`src/hw/rtl/rmat_pkg.sv`:
```
// Package for the R-MAT edge generator: widths, fixed-point constants, register indexes.
// No dependencies.
package rmat_pkg;

    localparam int FRAC_BITS = 16;
    localparam int MAX_SCALE = 32;
    localparam int PROB_W    = FRAC_BITS + 1;
    localparam int RAND_W    = FRAC_BITS;
    localparam int VERT_W    = MAX_SCALE;
    localparam int SCALE_W   = 6;
    localparam int LVL_W     = 6;
    localparam int CFG_IDX_W = 3;
    localparam int CFG_DAT_W = 17;

    localparam logic [PROB_W-1:0] ONE_FX  = PROB_W'(1) << FRAC_BITS;
    localparam logic [PROB_W-1:0] K95_FX  = PROB_W'(((95 << FRAC_BITS) + 50) / 100);
    localparam logic [PROB_W-1:0] K10_FX  = PROB_W'(((10 << FRAC_BITS) + 50) / 100);
    localparam logic [33:0]       HALF_FX = 34'(1) << (FRAC_BITS - 1);

    localparam logic [CFG_IDX_W-1:0] REG_PROB_A = 3'd0;
    localparam logic [CFG_IDX_W-1:0] REG_PROB_B = 3'd1;
    localparam logic [CFG_IDX_W-1:0] REG_PROB_C = 3'd2;
    localparam logic [CFG_IDX_W-1:0] REG_PROB_D = 3'd3;
    localparam logic [CFG_IDX_W-1:0] REG_SCALE  = 3'd4;

    // quotient width: p' <= ~1.05, so p'<<F / sum fits in 35 bits
    localparam int DIVN_W = PROB_W + 1 + FRAC_BITS + 1;
    localparam int DIVD_W = PROB_W + 3;
    localparam int DCNT_W = 6;

    function automatic logic [PROB_W-1:0] sat_prob(input logic [PROB_W-1:0] p);
        return (p > ONE_FX) ? ONE_FX : p;
    endfunction

endpackage

```
`src/hw/rtl/rmat_div.sv`:
```
// Restoring divider, one quotient bit per cycle, rounds half up.
// Depends on rmat_pkg.
module rmat_div
    import rmat_pkg::*;
(
    input  logic                clk,
    input  logic                rst_n,
    input  logic                start,
    input  logic [PROB_W:0]     numer,
    input  logic [DIVD_W-1:0]   denom,
    output logic                done,
    output logic [PROB_W-1:0]   quot
);
    logic [DIVN_W-1:0] num_reg, num_next;
    logic [DIVD_W:0]   rem_reg, rem_next;
    logic [DIVN_W-1:0] q_reg, q_next;
    logic [DIVD_W-1:0] den_reg, den_next;
    logic [DCNT_W-1:0] cnt_reg, cnt_next;
    logic              busy_reg, busy_next;
    logic              done_reg, done_next;
    logic [DIVD_W:0]   trial;

    always_comb
    begin
        num_next  = num_reg;
        rem_next  = rem_reg;
        q_next    = q_reg;
        den_next  = den_reg;
        cnt_next  = cnt_reg;
        busy_next = busy_reg;
        done_next = 1'b0;
        trial     = {rem_reg[DIVD_W-1:0], num_reg[DIVN_W-1]};
        if (start)
        begin
            // (p<<F) + sum/2
            num_next  = DIVN_W'({numer, {FRAC_BITS{1'b0}}}) + DIVN_W'(denom >> 1);
            den_next  = denom;
            rem_next  = '0;
            q_next    = '0;
            cnt_next  = DCNT_W'(DIVN_W);
            busy_next = 1'b1;
        end
        else if (busy_reg)
        begin
            num_next = num_reg << 1;
            if (trial >= {1'b0, den_reg})
            begin
                rem_next = trial - {1'b0, den_reg};
                q_next   = {q_reg[DIVN_W-2:0], 1'b1};
            end
            else
            begin
                rem_next = trial;
                q_next   = {q_reg[DIVN_W-2:0], 1'b0};
            end
            cnt_next = cnt_reg - 1'b1;
            if (cnt_reg == DCNT_W'(1))
            begin
                busy_next = 1'b0;
                done_next = 1'b1;
            end
        end
    end

    always_ff @(posedge clk or negedge rst_n)
    begin
        if (!rst_n)
        begin
            busy_reg <= 1'b0;
            done_reg <= 1'b0;
            cnt_reg  <= '0;
        end
        else
        begin
            busy_reg <= busy_next;
            done_reg <= done_next;
            cnt_reg  <= cnt_next;
        end
    end

    always_ff @(posedge clk)
    begin
        num_reg <= num_next;
        rem_reg <= rem_next;
        q_reg   <= q_next;
        den_reg <= den_next;
    end

    assign done = done_reg;
    assign quot = (q_reg > DIVN_W'(ONE_FX)) ? ONE_FX : q_reg[PROB_W-1:0];
endmodule

```
`src/hw/rtl/rmat_edge_generator.sv`:
```
// R-MAT edge generator top level: config registers, level sequencer, shared multiplier.
// Depends on rmat_pkg and rmat_div.
//
// One input word is one recursion level; an edge takes scale_bits words and the
// result word follows the last one. The first level of an edge goes from the
// accept straight to the quadrant choice. Every later level runs a sequencer over
// one shared 17x17 multiplier (4 noise factors, then 4 products, in turn) and one
// bit-serial divider that renormalizes the four probabilities one after another,
// or zeroes all four when their sum is zero.
// Input ready is low while a level is in work and while a result word waits to
// be taken.
module rmat_edge_generator
    import rmat_pkg::*;
(
    input  logic                 clk,
    input  logic                 rst_n,
    input  logic                 in_valid,
    output logic                 in_ready,
    input  logic [RAND_W-1:0]    noise_a,
    input  logic [RAND_W-1:0]    noise_b,
    input  logic [RAND_W-1:0]    noise_c,
    input  logic [RAND_W-1:0]    noise_d,
    input  logic [RAND_W-1:0]    choice_value,
    output logic                 out_valid,
    input  logic                 out_ready,
    output logic [VERT_W-1:0]    source_vertex,
    output logic [VERT_W-1:0]    dest_vertex,
    input  logic                 cfg_valid,
    output logic                 cfg_ready,
    input  logic [CFG_IDX_W-1:0] cfg_index,
    input  logic [CFG_DAT_W-1:0] cfg_data
);
    typedef enum logic [5:0] {
        ST_IDLE   = 6'b000001,
        ST_FACT   = 6'b000010,
        ST_PROD   = 6'b000100,
        ST_DIV    = 6'b001000,
        ST_CHOOSE = 6'b010000,
        ST_OUT    = 6'b100000
    } state_t;

    state_t            state_reg, state_next;
    logic [PROB_W-1:0] pa_reg, pb_reg, pc_reg, pd_reg;
    logic [SCALE_W-1:0] scale_reg;
    logic [PROB_W-1:0] cur_reg [4];
    logic [PROB_W:0]   pp_reg [4];     // perturbed values
    logic [PROB_W-1:0] fac_reg [4];
    logic [RAND_W-1:0] noise_reg [4];
    logic [RAND_W-1:0] choice_reg;
    logic [1:0]        sel_reg;
    logic              div_wait_reg;
    logic [LVL_W-1:0]  lvl_reg;
    logic [VERT_W-1:0] src_reg, dst_reg;
    logic [5:0]        eff_scale;

    logic [PROB_W-1:0] mul_a, mul_b;
    logic [33:0]       mul_p, mul_r;
    logic [DIVD_W-1:0] sum;
    logic              div_start, div_done;
    logic [PROB_W-1:0] div_q;
    logic              in_acc;
    logic [PROB_W+1:0] cab, cabc;
    logic [VERT_W-1:0] bitv;

    assign cfg_ready = 1'b1;
    assign in_ready  = (state_reg == ST_IDLE);
    assign out_valid = (state_reg == ST_OUT);
    assign source_vertex = src_reg;
    assign dest_vertex   = dst_reg;
    assign in_acc    = in_valid && in_ready;

    always_comb
    begin
        if (scale_reg == '0)
            eff_scale = 6'd1;
        else if (scale_reg > 6'(MAX_SCALE))
            eff_scale = 6'(MAX_SCALE);
        else
            eff_scale = scale_reg;
    end

    // shared multiplier: factor = K95 + rnd(K10*noise), then p' = rnd(p*factor)
    always_comb
    begin
        if (state_reg == ST_FACT)
        begin
            mul_a = K10_FX;
            mul_b = {1'b0, noise_reg[sel_reg]};
        end
        else
        begin
            mul_a = cur_reg[sel_reg];
            mul_b = fac_reg[sel_reg];
        end
        mul_p = 34'(mul_a) * 34'(mul_b);
        mul_r = (mul_p + HALF_FX) >> FRAC_BITS;
    end

    assign sum = DIVD_W'(pp_reg[0]) + DIVD_W'(pp_reg[1]) + DIVD_W'(pp_reg[2])
               + DIVD_W'(pp_reg[3]);
    assign div_start = (state_reg == ST_DIV) && !div_wait_reg && (sum != '0);

    rmat_div u_div (
        .clk   (clk),
        .rst_n (rst_n),
        .start (div_start),
        .numer (pp_reg[sel_reg]),
        .denom (sum),
        .done  (div_done),
        .quot  (div_q)
    );

    assign cab  = (PROB_W+2)'(cur_reg[0]) + (PROB_W+2)'(cur_reg[1]);
    assign cabc = cab + (PROB_W+2)'(cur_reg[2]);
    assign bitv = VERT_W'(1) << (eff_scale - 6'd1 - lvl_reg);

    always_comb
    begin
        state_next = state_reg;
        unique case (state_reg)
            ST_IDLE:
                if (in_acc)
                    state_next = (lvl_reg == '0) ? ST_CHOOSE : ST_FACT;
            ST_FACT:
                if (sel_reg == 2'd3)
                    state_next = ST_PROD;
            ST_PROD:
                if (sel_reg == 2'd3)
                    state_next = ST_DIV;
            ST_DIV:
                if ((sum == '0) || (div_done && sel_reg == 2'd3))
                    state_next = ST_CHOOSE;
            ST_CHOOSE:
                state_next = (lvl_reg + 6'd1 >= eff_scale) ? ST_OUT : ST_IDLE;
            ST_OUT:
                if (out_ready)
                    state_next = ST_IDLE;
            default:
                state_next = ST_IDLE;
        endcase
    end

    always_ff @(posedge clk or negedge rst_n)
    begin
        if (!rst_n)
        begin
            state_reg    <= ST_IDLE;
            pa_reg       <= PROB_W'(36045);
            pb_reg       <= PROB_W'(6554);
            pc_reg       <= PROB_W'(6554);
            pd_reg       <= PROB_W'(16383);
            scale_reg    <= SCALE_W'(20);
            lvl_reg      <= '0;
            sel_reg      <= '0;
            div_wait_reg <= 1'b0;
        end
        else
        begin
            state_reg <= state_next;
            if (cfg_valid)
            begin
                unique case (cfg_index)
                    REG_PROB_A: pa_reg <= cfg_data;
                    REG_PROB_B: pb_reg <= cfg_data;
                    REG_PROB_C: pc_reg <= cfg_data;
                    REG_PROB_D: pd_reg <= cfg_data;
                    REG_SCALE:  scale_reg <= cfg_data[SCALE_W-1:0];
                    default: ;
                endcase
            end
            unique case (state_reg)
                ST_FACT, ST_PROD:
                    sel_reg <= sel_reg + 2'd1;
                ST_DIV:
                begin
                    if (div_start)
                        div_wait_reg <= 1'b1;
                    if (div_done)
                    begin
                        div_wait_reg <= 1'b0;
                        sel_reg      <= sel_reg + 2'd1;
                    end
                end
                ST_CHOOSE:
                begin
                    sel_reg <= '0;
                    lvl_reg <= (lvl_reg + 6'd1 >= eff_scale) ? '0 : lvl_reg + 6'd1;
                end
                default: ;
            endcase
        end
    end

    always_ff @(posedge clk)
    begin
        if (in_acc)
        begin
            noise_reg[0] <= noise_a;
            noise_reg[1] <= noise_b;
            noise_reg[2] <= noise_c;
            noise_reg[3] <= noise_d;
            choice_reg   <= choice_value;
            if (lvl_reg == '0)
            begin
                cur_reg[0] <= sat_prob(pa_reg);
                cur_reg[1] <= sat_prob(pb_reg);
                cur_reg[2] <= sat_prob(pc_reg);
                cur_reg[3] <= sat_prob(pd_reg);
                src_reg    <= '0;
                dst_reg    <= '0;
            end
        end
        if (state_reg == ST_FACT)
            fac_reg[sel_reg] <= K95_FX + mul_r[PROB_W-1:0];
        if (state_reg == ST_PROD)
            pp_reg[sel_reg] <= mul_r[PROB_W:0];
        if (state_reg == ST_DIV)
        begin
            if (sum == '0)
            begin
                cur_reg[0] <= '0;
                cur_reg[1] <= '0;
                cur_reg[2] <= '0;
                cur_reg[3] <= '0;
            end
            else if (div_done)
                cur_reg[sel_reg] <= div_q;
        end
        if (state_reg == ST_CHOOSE && lvl_reg < eff_scale)
        begin
            if ({2'b0, choice_reg} <= (PROB_W+2)'(cur_reg[0]))
                ;
            else if ({2'b0, choice_reg} <= cab)
                dst_reg <= dst_reg | bitv;
            else if ({2'b0, choice_reg} <= cabc)
                src_reg <= src_reg | bitv;
            else
            begin
                src_reg <= src_reg | bitv;
                dst_reg <= dst_reg | bitv;
            end
        end
    end
endmodule

```
`config.mk`:
```
export PLATFORM = sky130hd
export DESIGN_NAME = rmat_edge_generator
export DESIGN_NICKNAME = d
export VERILOG_FILES = /design/src/hw/rtl/rmat_pkg.sv /design/src/hw/rtl/rmat_div.sv /design/src/hw/rtl/rmat_edge_generator.sv
export SDC_FILE = /design/constraint.sdc
export NUM_CORES = 2
export LEC_CHECK = 0
export BUFFER_PORTS_ARGS = -buffer_cell sky130_fd_sc_hd__buf_2
export CORE_MARGIN = 2
export CORE_UTILIZATION = 35
export CTS_CLUSTER_SIZE = 24
export DETAILED_ROUTE_END_ITERATION = 7
export HOLD_SLACK_MARGIN = 0.12
export PLACE_DENSITY_LB_ADDON = 0.08
export REMOVE_ABC_BUFFERS = 1
export SLEW_MARGIN = 10
export SYNTH_ARGS = -nofsm -noshare
export SYNTH_HDL_FRONTEND = slang
export SYNTH_SLANG_ARGS = --single-unit
```
`constraint.sdc`:
```
create_clock -name clk -period 21.1 [get_ports clk]
set_input_delay 1.055 -clock clk [delete_from_list [all_inputs] [get_ports clk]]
set_output_delay 1.055 -clock clk [all_outputs]
set_load 0.02 [all_outputs]
```
==> run_results.csv <==
group,metric,value,unit
layout,num-nets-final,4189,
synthesis,yosys-top-cells-area,"sky130_fd_sc_hd__edfxtp_1 (27%), sky130_fd_sc_hd__fa_1 (14%), sky130_fd_sc_hd__ha_1 (8.6%)",
sta,grt_setup_unrepaired,"no",
detailed_routing,number_of_nets_with_antenna_violations_after_detailed_routing,0,
layout,mostFrequentLayoutCell,"sky130_fd_sc_hd__inv_1",
clocking,cts_num_sinks,559,
synthesis,post_synth_xor_xnor_area,0.0265,
layout,area_of_combinational_cells_with_multiple_inputs,21200,um2
sta,share_of_the_cycle_needed_by_the_critical_path_after_routing,0.488,
detailed_routing,route.final.wire_length,112,mm
worst_setup_path,timing.setup.critical_path_class,"register to register",
detailed_routing,vias,26000,
sta,slew_headroom,0.129,
sta,worst-slew-pin-transition,1300,ps
place,globalplace.congestion,0.905,
clocking,ctsResizeCount,0,
synthesis,dominant_combinational_cell_family_by_area_after_synthesis,"adder cells",
worst_setup_path,setup_slack_on_the_worst_flop_to_flop_path,10810,ps
synthesis,postSynthRegisterBits,559,
floorplan,die-width,334,um
worst_setup_path,cp_top_family,"adder cells",
synthesis,synth_area_leader_cell,"sky130_fd_sc_hd__edfxtp_1",
layout,fraction_of_final_layout_cells_with_drive_strength_greater_than_1,0.154,
sta,finalMaxSlewViolations,0,
layout,antenna_cells_inserted,0,
global_routing,grt.overflow.total,0,
synthesis,synth.avg_cell_area,11.2,um2
floorplan,die_area,112000,um2
sta,max_freq,97.2,MHz
worst_setup_path,worst_path_max_stage_delay,990,ps
clocking,post-cts-setup-buffers,0,
synthesis,yosys.area_share.simple,0.119,
layout,layout.cell_area.non_filler,42800,um2
synthesis,synthMuxAreaShare,0.102,
synthesis,netlist.area_leader.share,0.270,
clocking,clock_tree.root_cell,"sky130_fd_sc_hd__clkbuf_16",
clocking,cts_inserted_buffers,69,
sta,finalClockSkew,32.9,ps
synthesis,yosys_warnings,0,
clocking,tritoncts_clock_tree,"done",
worst_setup_path,crit-reg2reg-launch,"sel_reg[1]",
layout,seq_area,15200,um2
detailed_routing,drc,0,
layout,post-route-util,0.395,
worst_setup_path,path_depth,29,
clocking,clock_latency,640,ps
floorplan,rows,121,
synthesis,synth_edf_count,343,
worst_setup_path,startpoint,"sel_reg[1]",
place,port_buffers,170,
worst_setup_path,cp-start-kind,"register",
detailed_routing,detail_route.iter0.violations,1944,
global_routing,grt_pass1_wl,171,mm
floorplan,chipHeight,334,um
worst_setup_path,timing.critical_path.buf_inv,7,
synthesis,synth_cell_area,38200,um2
worst_setup_path,crit-reg2reg-capture,"fac_reg[1][16]",
floorplan,boundaryPins,172,
layout,fillCellCount,10600,
synthesis,arithmetic_cell_share_of_the_synthesized_area_counting_full_adders_half_adders_and_majority_gates,0.225,
layout,syn_to_final_growth,12.2,%
worst_setup_path,setup.worst_path.end,"fac_reg[1][16]",
synthesis,synthesis.instances,3406,
status,outcome,"complete, no violations",
synthesis,synth_cell_types,95,
floorplan,start_util,0.352,
worst_setup_path,worst-endpoint-arrival,10660,ps
layout,final_cell_mix,"sky130_fd_sc_hd__inv_1 (367), sky130_fd_sc_hd__edfxtp_1 (343), sky130_fd_sc_hd__nor2_1 (276)",
worst_setup_path,timing.critical_path.slowest_stage_cell,"sky130_fd_sc_hd__nor2_1",
clocking,clock_tree.htree_level_count,3,
global_routing,vias_in_the_first_global_route,27100,
worst_setup_path,crit_path_max_fanout,41,
synthesis,synth_sequential_area_ratio,0.397,
detailed_routing,drt-vias-per-instance,5.17,
synthesis,postSynth.asyncResetShare,0.174,
place,post-dp-hpwl,86.6,mm
worst_setup_path,crit_top_cell,"sky130_fd_sc_hd__fa_1",
detailed_routing,drt_pre_antenna_iters,5,
worst_setup_path,ff2ff_path_depth,29,
clocking,cts.reportedPaths.clkPinSlew,60,ps
clocking,cts_hold_buffers,0,
run,max_cap_viol_count,0,
detailed_routing,wire_per_inst,22.3,um
global_routing,grt_util_all_layers,0.203,
synthesis,dominantRegCellSynth,"sky130_fd_sc_hd__edfxtp_1",
global_routing,antenna_found_initial,11,
sta,setup_tns,0,ps
sta,finalSetupViolCount,0,
clocking,clockBufferDepth,3,
sta,hold_viol,0,
hold_path,timing.hold.worst.class,"primary input to async pin",
global_routing,grt_max_degree,120,
worst_setup_path,worst_setup_path_end_kind,"register",
synthesis,complex_gate_fraction_of_the_synthesized_area,0.0809,
sta,layout_min_cycle_time,10290,ps
layout,flip_flop_count_of_the_largest_register_all_copies_and_words_added,72,
floorplan,core_area,109000,um2
worst_setup_path,cp.required,21480,ps
place,detailed_place.area,40600,um2
synthesized netlist by cell type (42+ instances only):
| library cell | number |
|---|---|
| sky130_fd_sc_hd__inv_1 | 367 |
| sky130_fd_sc_hd__edfxtp_1 | 343 |
| sky130_fd_sc_hd__nand2_1 | 276 |
| sky130_fd_sc_hd__nor2_1 | 276 |
| sky130_fd_sc_hd__fa_1 | 265 |
| sky130_fd_sc_hd__ha_1 | 264 |
| sky130_fd_sc_hd__mux2i_1 | 128 |
| sky130_fd_sc_hd__dfxtp_1 | 119 |
| sky130_fd_sc_hd__mux2_2 | 110 |
| sky130_fd_sc_hd__a21oi_1 | 99 |
| sky130_fd_sc_hd__o21ai_0 | 98 |
| sky130_fd_sc_hd__nand3_1 | 90 |
| sky130_fd_sc_hd__clkbuf_1 | 77 |
| sky130_fd_sc_hd__xnor2_1 | 65 |
| sky130_fd_sc_hd__mux4_2 | 59 |
| sky130_fd_sc_hd__dfrtp_1 | 58 |
| sky130_fd_sc_hd__a21o_1 | 49 |
| sky130_fd_sc_hd__xor2_1 | 47 |
| sky130_fd_sc_hd__and2_1 | 42 |
worst reg2reg max path, delay by kind of cell, from the launching register on:
family / cells / cell delay [ps]
fa+ha+maj: 8 / 3640
compound gates: 8 / 1840
simple gates: 4 / 1610
buf+inv: 7 / 1560
flops: 1 / 570
mux: 1 / 480
xor+xnor: 1 / 310
layout make-up:
class,count,share of cell area
Clock inverter,31,0.00867
Multi-Input combinational cell,2363,0.495
Clock buffer,94,0.0442
Timing Repair Buffer,194,0.0244
Inverter,368,0.0322
Sequential cell,559,0.354
Tap cell,1414,0.0413
routing by layer:
| metal | wire length [um] | track usage |
|---|---|---|
| met4 | 2880 | 0.0581 |
| met3 | 4500 | 0.0273 |
| met2 | 54100 | 0.341 |
| met1 | 50300 | 0.273 |
| met5 | 27 | 0 |
kinds of logic (layout without fill, tap and decap cells):
family,count (synthesis),in the layout
buffers and inverters,484,687
multiplexers,301,301
adder cells (fa/ha/maj),529,529
flip-flops,559,559
AND/OR/NAND/NOR,957,957
other,1,1
XOR/XNOR,114,114
AO/OA/AOI/OAI,461,461
how the worst min path moves through the flow:
stage,cells past startpoint,startpoint,slack (ps),end
global placement,2,source_vertex[1],430,source_vertex[1]
finish,1,rst_n,320,scale_reg[1]
global route,1,rst_n,300,scale_reg[1]
floorplan,2,u_div.rem_reg[19],450,u_div.rem_reg[19]
CTS,1,rst_n,280,scale_reg[1]
detailed placement,2,source_vertex[7],440,source_vertex[7]
through the flow:
stage	std cells	setup WS, ps	hold WS (ps)
after global routing	5023	10210	305
after CTS	5023	10780	275
after floorplan	3290	10800	451
final	5023	10810	318
after global placement	4898	10900	431
after detailed placement	4898	10880	439
Power is left out: the tool's default activity adds up to more than one toggle a clock period on the data nets, which glitch-free logic cannot reach.
